## config.mk

```make
export PLATFORM = sky130hd
export DESIGN_NAME = kce_controller
export DESIGN_NICKNAME = d
export VERILOG_FILES = /design/src/hw/rtl/kce_pkg.sv /design/src/hw/rtl/kce_controller.sv
export SDC_FILE = /design/constraint.sdc
export NUM_CORES = 1
export LEC_CHECK = 0
export BUFFER_PORTS_ARGS = -buffer_cell sky130_fd_sc_hd__buf_2
export CELL_PAD_IN_SITES_DETAIL_PLACEMENT = 2
export CELL_PAD_IN_SITES_GLOBAL_PLACEMENT = 2
export CORE_MARGIN = 5
export CORE_UTILIZATION = 34
export DETAILED_ROUTE_END_ITERATION = 6
export GPL_TIMING_DRIVEN = 0
export PLACE_DENSITY = 0.86
export SETUP_SLACK_MARGIN = 0.02
export SYNTH_ARGS = -nofsm -noshare
export SYNTH_HDL_FRONTEND = slang
export SYNTH_SLANG_ARGS = --single-unit
export TNS_END_PERCENT = 10
```

## constraint.sdc

```tcl
create_clock -name clk_i -period 8.5 [get_ports clk_i]
set_input_delay 2.125 -clock clk_i [delete_from_list [all_inputs] [get_ports clk_i]]
set_output_delay 2.125 -clock clk_i [all_outputs]
set_load 0.05 [all_outputs]
```

## src/hw/rtl/kce_pkg.sv

```systemverilog
// ----------------------------------------------------------------------------
// kce_pkg
// Shared types, sizes and codes of the k-means cluster engine.
// ----------------------------------------------------------------------------
package kce_pkg;

  localparam int MAX_POINTS   = 1024;
  localparam int MAX_CLUSTERS = 16;
  localparam int MAX_DIMS     = 8;
  localparam int COORD_W      = 16;

  localparam int PT_IDX_W  = $clog2(MAX_POINTS);
  localparam int CL_IDX_W  = $clog2(MAX_CLUSTERS);
  localparam int DIM_IDX_W = $clog2(MAX_DIMS);
  localparam int PT_ADDR_W = PT_IDX_W + DIM_IDX_W;
  localparam int CT_ADDR_W = CL_IDX_W + DIM_IDX_W;
  localparam int PT_DEPTH  = MAX_POINTS * MAX_DIMS;
  localparam int CT_DEPTH  = MAX_CLUSTERS * MAX_DIMS;

  localparam int NP_W     = 11;
  localparam int NC_W     = 5;
  localparam int ND_W     = 4;
  localparam int ITER_W   = 16;
  localparam int CFG_W    = 32;
  localparam int CFG_IDX_W = 3;
  localparam int OP_W     = 3;

  localparam int CNT_W    = PT_IDX_W + 1;
  localparam int SUM_W    = COORD_W + PT_IDX_W;
  localparam int DIFF_W   = COORD_W + 1;
  localparam int SQ_W     = 2 * COORD_W;
  localparam int DIST_W   = SQ_W + DIM_IDX_W;
  localparam int DIV_W    = 32;
  localparam int DIV_CNT_W = $clog2(DIV_W);

  localparam logic [CFG_W-1:0] LFSR_MASK = 32'h8020_0003;

  typedef enum logic [OP_W-1:0] {
    OP_LOAD_POINT    = 3'd0,
    OP_LOAD_CENTROID = 3'd1,
    OP_RUN           = 3'd2,
    OP_READ_CLUSTER  = 3'd3,
    OP_READ_CENTROID = 3'd4
  } op_e;

  typedef enum logic [CFG_IDX_W-1:0] {
    CFG_NUM_POINTS   = 3'd0,
    CFG_NUM_CLUSTERS = 3'd1,
    CFG_NUM_DIMS     = 3'd2,
    CFG_MAX_ITER     = 3'd3,
    CFG_THRESHOLD    = 3'd4,
    CFG_SEED         = 3'd5
  } cfg_idx_e;

  typedef enum logic [4:0] {
    DP_NOP,
    DP_LOAD_PT,
    DP_LOAD_CT,
    DP_READ_AS,
    DP_READ_CT,
    DP_OUT_CLUSTER,
    DP_OUT_COORD,
    DP_OUT_RUN,
    DP_RUN_INIT,
    DP_COPY,
    DP_CNT_CLR,
    DP_DIST_CLR,
    DP_DIST_RD,
    DP_CONV_RD,
    DP_DIST_SQ,
    DP_DIST_ACC,
    DP_BEST,
    DP_ASSIGN_WR,
    DP_ACC_RD,
    DP_ACC_WR,
    DP_LFSR_STEP,
    DP_DIV_LFSR,
    DP_SUM_RD,
    DP_DIV_SUM,
    DP_RSD_RD,
    DP_CT_WR_PT,
    DP_CT_WR_Q,
    DP_CONV_INIT,
    DP_CONV_CHK
  } dp_op_e;

  typedef enum logic [4:0] {
    S_IDLE,
    S_RD_AS,
    S_RD_CT,
    S_RUN,
    S_COPY,
    S_COPY_END,
    S_A_CLR,
    S_A_RD,
    S_A_SQ,
    S_A_ACC,
    S_A_BEST,
    S_A_WR,
    S_S_RD,
    S_S_WR,
    S_U_CHK,
    S_U_LDIV,
    S_U_LWAIT,
    S_U_PRD,
    S_U_PWR,
    S_U_SRD,
    S_U_SDIV,
    S_U_SWAIT,
    S_U_SWR,
    S_U_NEXT,
    S_C_CLR,
    S_C_RD,
    S_C_SQ,
    S_C_ACC,
    S_C_CHK,
    S_C_END,
    S_DONE
  } ctrl_state_e;

  typedef struct packed {
    dp_op_e                op;
    logic [PT_IDX_W-1:0]   pidx;
    logic [CL_IDX_W-1:0]   cidx;
    logic [DIM_IDX_W-1:0]  didx;
    logic [ITER_W-1:0]     iter;
  } dp_cmd_t;

  typedef struct packed {
    logic out_valid;
    logic cnt_zero;
    logic div_busy;
    logic conv;
  } dp_status_t;

endpackage

```

## src/hw/rtl/kce_controller.sv

```systemverilog
// ----------------------------------------------------------------------------
// kce_controller
// Sequencer of load, read and run words: walks points, clusters and
// coordinates and issues one datapath command per cycle.
// ----------------------------------------------------------------------------
module kce_controller import kce_pkg::*; (
  input  logic               clk_i,
  input  logic               rst_ni,
  input  logic               in_valid_i,
  output logic               in_ready_o,
  input  logic [OP_W-1:0]    operation_i,
  input  logic [NP_W-1:0]    num_points_i,
  input  logic [NC_W-1:0]    num_clusters_i,
  input  logic [ND_W-1:0]    num_dims_i,
  input  logic [ITER_W-1:0]  max_iterations_i,
  input  dp_status_t         status_i,
  output dp_cmd_t            cmd_o
);

  ctrl_state_e state_q, state_d;
  logic [PT_IDX_W-1:0]  pi_q, pi_d;
  logic [CL_IDX_W-1:0]  cj_q, cj_d;
  logic [DIM_IDX_W-1:0] cd_q, cd_d;
  logic [ITER_W-1:0]    it_q, it_d;
  logic last_p, last_c, last_d, accept;

  assign last_p = ({1'b0, pi_q} == num_points_i - NP_W'(1));
  assign last_c = ({1'b0, cj_q} == num_clusters_i - NC_W'(1));
  assign last_d = ({1'b0, cd_q} == num_dims_i - ND_W'(1));
  assign in_ready_o = (state_q == S_IDLE) && !status_i.out_valid;
  assign accept = in_valid_i && in_ready_o;

  always_ff @(posedge clk_i or negedge rst_ni) begin
    if (!rst_ni) begin
      state_q <= S_IDLE;
      pi_q    <= '0;
      cj_q    <= '0;
      cd_q    <= '0;
      it_q    <= '0;
    end else begin
      state_q <= state_d;
      pi_q    <= pi_d;
      cj_q    <= cj_d;
      cd_q    <= cd_d;
      it_q    <= it_d;
    end
  end

  always_comb begin
    state_d = state_q;
    pi_d    = pi_q;
    cj_d    = cj_q;
    cd_d    = cd_q;
    it_d    = it_q;
    cmd_o.op   = DP_NOP;
    cmd_o.pidx = pi_q;
    cmd_o.cidx = cj_q;
    cmd_o.didx = cd_q;
    cmd_o.iter = it_q;

    unique case (state_q)
      S_IDLE: begin
        if (accept) begin
          priority case (operation_i)
            OP_LOAD_POINT:    cmd_o.op = DP_LOAD_PT;
            OP_LOAD_CENTROID: cmd_o.op = DP_LOAD_CT;
            OP_RUN: begin
              cmd_o.op = DP_RUN_INIT;
              it_d     = '0;
              state_d  = S_RUN;
            end
            OP_READ_CLUSTER: begin
              cmd_o.op = DP_READ_AS;
              state_d  = S_RD_AS;
            end
            OP_READ_CENTROID: begin
              cmd_o.op = DP_READ_CT;
              state_d  = S_RD_CT;
            end
            default: cmd_o.op = DP_NOP;
          endcase
        end
      end
      S_RD_AS: begin
        cmd_o.op = DP_OUT_CLUSTER;
        state_d  = S_IDLE;
      end
      S_RD_CT: begin
        cmd_o.op = DP_OUT_COORD;
        state_d  = S_IDLE;
      end
      S_RUN: begin
        if (it_q < max_iterations_i) begin
          it_d    = it_q + ITER_W'(1);
          cj_d    = '0;
          cd_d    = '0;
          state_d = S_COPY;
        end else begin
          state_d = S_DONE;
        end
      end
      S_COPY: begin
        cmd_o.op = DP_COPY;
        {cj_d, cd_d} = {cj_q, cd_q} + CT_ADDR_W'(1);
        if ({cj_q, cd_q} == '1) begin
          state_d = S_COPY_END;
        end
      end
      S_COPY_END: begin
        cmd_o.op = DP_CNT_CLR;
        pi_d     = '0;
        cj_d     = '0;
        state_d  = S_A_CLR;
      end
      S_A_CLR: begin
        cmd_o.op = DP_DIST_CLR;
        cd_d     = '0;
        state_d  = S_A_RD;
      end
      S_A_RD: begin
        cmd_o.op = DP_DIST_RD;
        state_d  = S_A_SQ;
      end
      S_A_SQ: begin
        cmd_o.op = DP_DIST_SQ;
        state_d  = S_A_ACC;
      end
      S_A_ACC: begin
        cmd_o.op = DP_DIST_ACC;
        if (last_d) begin
          state_d = S_A_BEST;
        end else begin
          cd_d    = cd_q + DIM_IDX_W'(1);
          state_d = S_A_RD;
        end
      end
      S_A_BEST: begin
        cmd_o.op = DP_BEST;
        if (last_c) begin
          state_d = S_A_WR;
        end else begin
          cj_d    = cj_q + CL_IDX_W'(1);
          state_d = S_A_CLR;
        end
      end
      S_A_WR: begin
        cmd_o.op = DP_ASSIGN_WR;
        cd_d     = '0;
        state_d  = S_S_RD;
      end
      S_S_RD: begin
        cmd_o.op = DP_ACC_RD;
        state_d  = S_S_WR;
      end
      S_S_WR: begin
        cmd_o.op = DP_ACC_WR;
        if (!last_d) begin
          cd_d    = cd_q + DIM_IDX_W'(1);
          state_d = S_S_RD;
        end else if (last_p) begin
          cj_d    = '0;
          state_d = S_U_CHK;
        end else begin
          pi_d    = pi_q + PT_IDX_W'(1);
          cj_d    = '0;
          state_d = S_A_CLR;
        end
      end
      S_U_CHK: begin
        cd_d = '0;
        if (status_i.cnt_zero) begin
          cmd_o.op = DP_LFSR_STEP;
          state_d  = S_U_LDIV;
        end else begin
          state_d = S_U_SRD;
        end
      end
      S_U_LDIV: begin
        cmd_o.op = DP_DIV_LFSR;
        state_d  = S_U_LWAIT;
      end
      S_U_LWAIT: begin
        if (!status_i.div_busy) begin
          state_d = S_U_PRD;
        end
      end
      S_U_PRD: begin
        cmd_o.op = DP_RSD_RD;
        state_d  = S_U_PWR;
      end
      S_U_PWR: begin
        cmd_o.op = DP_CT_WR_PT;
        if (last_d) begin
          state_d = S_U_NEXT;
        end else begin
          cd_d    = cd_q + DIM_IDX_W'(1);
          state_d = S_U_PRD;
        end
      end
      S_U_SRD: begin
        cmd_o.op = DP_SUM_RD;
        state_d  = S_U_SDIV;
      end
      S_U_SDIV: begin
        cmd_o.op = DP_DIV_SUM;
        state_d  = S_U_SWAIT;
      end
      S_U_SWAIT: begin
        if (!status_i.div_busy) begin
          state_d = S_U_SWR;
        end
      end
      S_U_SWR: begin
        cmd_o.op = DP_CT_WR_Q;
        if (last_d) begin
          state_d = S_U_NEXT;
        end else begin
          cd_d    = cd_q + DIM_IDX_W'(1);
          state_d = S_U_SRD;
        end
      end
      S_U_NEXT: begin
        if (last_c) begin
          cmd_o.op = DP_CONV_INIT;
          cj_d     = '0;
          state_d  = S_C_CLR;
        end else begin
          cj_d    = cj_q + CL_IDX_W'(1);
          state_d = S_U_CHK;
        end
      end
      S_C_CLR: begin
        cmd_o.op = DP_DIST_CLR;
        cd_d     = '0;
        state_d  = S_C_RD;
      end
      S_C_RD: begin
        cmd_o.op = DP_CONV_RD;
        state_d  = S_C_SQ;
      end
      S_C_SQ: begin
        cmd_o.op = DP_DIST_SQ;
        state_d  = S_C_ACC;
      end
      S_C_ACC: begin
        cmd_o.op = DP_DIST_ACC;
        if (last_d) begin
          state_d = S_C_CHK;
        end else begin
          cd_d    = cd_q + DIM_IDX_W'(1);
          state_d = S_C_RD;
        end
      end
      S_C_CHK: begin
        cmd_o.op = DP_CONV_CHK;
        if (last_c) begin
          state_d = S_C_END;
        end else begin
          cj_d    = cj_q + CL_IDX_W'(1);
          state_d = S_C_CLR;
        end
      end
      S_C_END: begin
        state_d = status_i.conv ? S_DONE : S_RUN;
      end
      S_DONE: begin
        cmd_o.op = DP_OUT_RUN;
        state_d  = S_IDLE;
      end
      default: state_d = S_IDLE;
    endcase
  end

endmodule

```

After elaboration in Yosys (flattened, before gate mapping)
Cells that the tools add are included.
Operators by class
  mux-type cells: 38
  reduce and logical (&&, ||, !) cells: 20
  equal/unequal tests: 49
  add/subtract/negate cells: 8
  order comparisons: 1
Operator list (number)
  $pmux W5 S28: 1
  $pmux W5 S24: 1
  $eq A5 B5 Y1 const B: 15
  $mux W5: 10
  $mux W16: 3
  $eq A5 B4 Y1 const B: 8
  $mux W4: 9
  $pmux W16 S2: 1
  $pmux W4 S6: 1
  $eq A5 B3 Y1 const B: 4
  $mux W10: 2
  $pmux W10 S2: 1
  $pmux W4 S5: 1
  $mux W3: 6
  $ne A2 B2 Y1 const B: 9
  $add A16 B1 Y16 const B: 1
  $lt A16 B16 Y1: 1
  $pmux W5 S3: 1
  $pmux W3 S4: 1
  $eq A10 B11 Y1: 1
  $sub A11 B1 Y11 const B: 1
  $add A10 B1 Y10 const B: 1
  $eq A5 B2 Y1 const B: 2
  $reduce_and A4 Y1: 2
  26 further kinds: 33
Storage, ports and cells
  register bits: 38
  logic and storage cells: 121
  input bits: 46

Logic depth before layout (Yosys ltp)
  depth in word-level cells: 5
  mapped depth: 11

Least setup slack after synthesis
Ideal clock, no wire load.
  kind: input -> output
  start point: in num_clusters_i[0]
  end point: out cmd_o[33] in the netlist's numbering
  data required time: 6.375 ns
  setup slack: 1.894 ns
  data arrival time: 4.481 ns
  buffers on the path: 0
  stages: 7
  cell sequence: inv_1 > ha_1 > nand2_1 > or4b_1 > a31oi_1 > nor2_2 > o31ai_1
RTL lines
  from (decl): line kce_controller.sv:13  | input logic [NC_W-1:0] num_clusters_i,
  to (decl): line kce_controller.sv:17  | output dp_cmd_t cmd_o

==> results_dict.tcl <==
set metrics [dict create \
    grt_pass1_vias 5043 \
    dp_cells 748 \
    grt_first_pass_wirelength_um 26200 \
    drt.antenna.violating_nets 0 \
    rsz0062_at_grt "false" \
    powerDensity_mw_per_mm2 255 \
    p_sw_uw 649 \
    p_comb_frac 0.642 \
    grtUsageTotal 0.224 \
    ir_worst_vdd_mv 0.238 \
    p_seq_frac 0.201 \
    synth_edf_count 0 \
    seqCellArea_um2 951 \
    syn-cell-area_mm2 0.00397 \
    cts_buffers 5 \
    netlist.area_leader.share 0.239 \
    swShare 0.539 \
    min_to "cj_q[2]$_DFFE_PN0P_" \
    timing.fmax_mhz 153 \
    fillCellCount 1353 \
    power_frac_clock 0.157 \
    synth_ff_type "dfrtp_1" \
    drt_iter0_drc 183 \
    cts_setup_buffers 0 \
    finalMaxSlewViolations 0 \
    hold_path_depth 1 \
    dr.pass1.iters 4 \
    ys_ff_latch 38 \
    fp.dieW_um 118 \
    maxSlewHeadroom 0.292 \
    ctsHtreeMaxLevel 2 \
    synth_nets 589 \
    die_area_mm2 0.0139 \
    final_hold_viol_count 0 \
    num_io_pins 85 \
    grt_start_max_net_pins 39 \
    via_per_inst 5.94 \
    yosysUniqueCellTypes 75 \
    root_buffer "clkbuf_16" \
    rows 39 \
    gp_congestion 0.907 \
    yosysWarnings 0 \
    p_int_uw 554 \
    avgRoutedWirePerCell_um 20.9 \
    seq_area_frac_synth 0.239 \
    synthToLayoutAreaGrowth_pct 18.6 \
    synth.most_common_cell "nor2_1" \
    cp.required_ps 6380 \
    setup_viol 0 \
    yosys-top-cells-count "nor2_1, nand2_1, a21oi_1, dfrtp_1, inv_1" \
    synth_cells 521 \
    maxCapViolCount 0 \
    ys_async_sr_fraction 1.00 \
    clock_skew_ps 4.21 \
    clk_pin_slew_ps 60 \
    multiInputGateArea_mm2 0.00278 \
    fin_crit_ps 6520 \
    ff2ff_path_depth 7 \
    crit_fanout 9 \
    cts-resized-gates 0 \
    drc 0 \
    critPathLaunchType "input port" \
    synth_area_leader_cell "dfrtp_1" \
    worst_slew_pin_slew_ps 1060 \
    r2r_start "state_q[0]$_DFFE_PN0P_" \
    crit_type "input port to output port" \
    worst_setup_path_end_kind "output port" \
    core_area_mm2 0.0114 \
    rrSetupSlack_ps 5200 \
    dr_total_vias 4481 \
    dp_hpwl_um 12200 \
    synth_area_per_cell_um2 7.62 \
    status "finished, final reports clean" \
    cts_tree "built" \
    initial_core_util 0.348 \
    place.port_buffers 84 \
    clock_path_buffers 2 \
    routed_wl_um 15700 \
    grt_antenna_before_repair 0 \
    drive_gt1_frac 0.188 \
    grt_overflow 0 \
    post-route-period-util 0.767 \
    fp.dieH_um 118 \
    finalNonFillerCells 754 \
    finish.net_count 680 \
    worstHoldStart "cj_q[2]$_DFFE_PN0P_" \
    setup_tns_ps 0 \
    cp.arrival_ps 4390 \
    leakage_uw 0.00217 \
    clock_latency_ps 290 \
    hold_path_class "flop to flop" \
    n_antenna_cell 0 \
    reg2reg_to "it_q[9]$_DFFE_PN0P_" \
    clock-sinks 38 \
    ctsHoldBuffers 0 \
    ys_top_cells_by_area "dfrtp_1, ha_1, xnor2_1, nor2_1, a21oi_1" \
]
-- power groups by stage --
stage	Combinational, uW	Clock (uW)	Sequential, uW
CTS	769	192	242
global route	833	200	246
floorplan	496	0	286
finish	772	189	241
detailed placement	764	0	244
global placement	737	0	241
-- layout make-up --
| type | instances | share of cell area |
|---|---|---|
| Buffer | 25 | 0.0231 |
| Clock buffer | 6 | 0.0295 |
| Inverter | 35 | 0.0279 |
| Multi-Input combinational cell | 423 | 0.590 |
| Sequential cell | 38 | 0.202 |
| Tap cell | 143 | 0.0380 |
| Timing Repair Buffer | 84 | 0.0892 |
-- cell usage in the layout, fill, tap and decap left out, types with 5 or more instances in the layout --
master and instances:
nor3b_1 5, nor3_1 18, nor2b_1 14, a211o_1 5, xor2_1 12, o21ai_0 26
or3_1 9, and3_1 11, nand2b_1 7, nor2_1 52, dfrtp_1 38, o22ai_1 5
or4_1 6, o31ai_1 9, xnor2_1 23, clkbuf_16 5, ha_1 22, o21ai_1 8
nand3_1 20, a31oi_1 5, a211oi_1 6, nand2_1 42, buf_2 87, inv_1 34
a21oi_1 38, clkbuf_1 18
-- worst max-delay path, cell delays in order --
cell and delay (ps):
buf_2 130, inv_1 60, ha_1 240, nand2_1 70, or4b_1 470, a31oi_1 320, nor2_2 180, o22a_1 200
o22ai_1 180, a211o_1 160, buf_2 250
-- state kept, by name, indices dropped and copies added, names as in the netlist --
signal / count
cd_q: 3
cj_q: 4
it_q: 16
pi_q: 10
state_q: 5
-- logic make-up (layout without fill, tap and decap cells) --
family          after synthesis  in the layout  share of synthesized area
compound gates              144            144                      0.243
buf+inv                      60            150                     0.0605
simple gates                215            215                      0.289
mux                           6              6                     0.0164
fa+ha+maj                    22             22                     0.0693
flops                        38             38                      0.239
xor+xnor                     36             36                     0.0828
-- metal layers --
metal,vias to the layer above,global-route usage,wire (um)
li1,2080,-,-
met1,2274,0.274,6820
met2,103,0.403,8040
met3,24,0.0317,574
met4,0,0.0645,287
met5,-,0,0
-- how the worst max path moves through the flow --
stage                 startpoint   endpoint  cells after the start
3_3_place_gp   num_clusters_i[0]  cmd_o[36]                     11
2_1_floorplan  num_clusters_i[0]  cmd_o[33]                      7
3_5_place_dp   num_clusters_i[0]  cmd_o[36]                     11
4_1_cts        num_clusters_i[0]  cmd_o[36]                     11
5_1_grt        num_clusters_i[0]  cmd_o[36]                     11
6_report       num_clusters_i[0]  cmd_o[36]                     11
-- through the flow --
step	hold slack [ps]	setup slack [ps]	utilization	area, um^2	power (uW)
finish	604	1980	0.413	4710	1200
global route	641	1810	0.413	4710	1280
CTS	610	1960	0.413	4710	1200
detailed placement	597	1970	0.400	4570	1010
global placement	579	2060	0.400	4570	977
floorplan	592	1890	-	3970	781
Note: power is estimated with default switching activity, not from simulation.
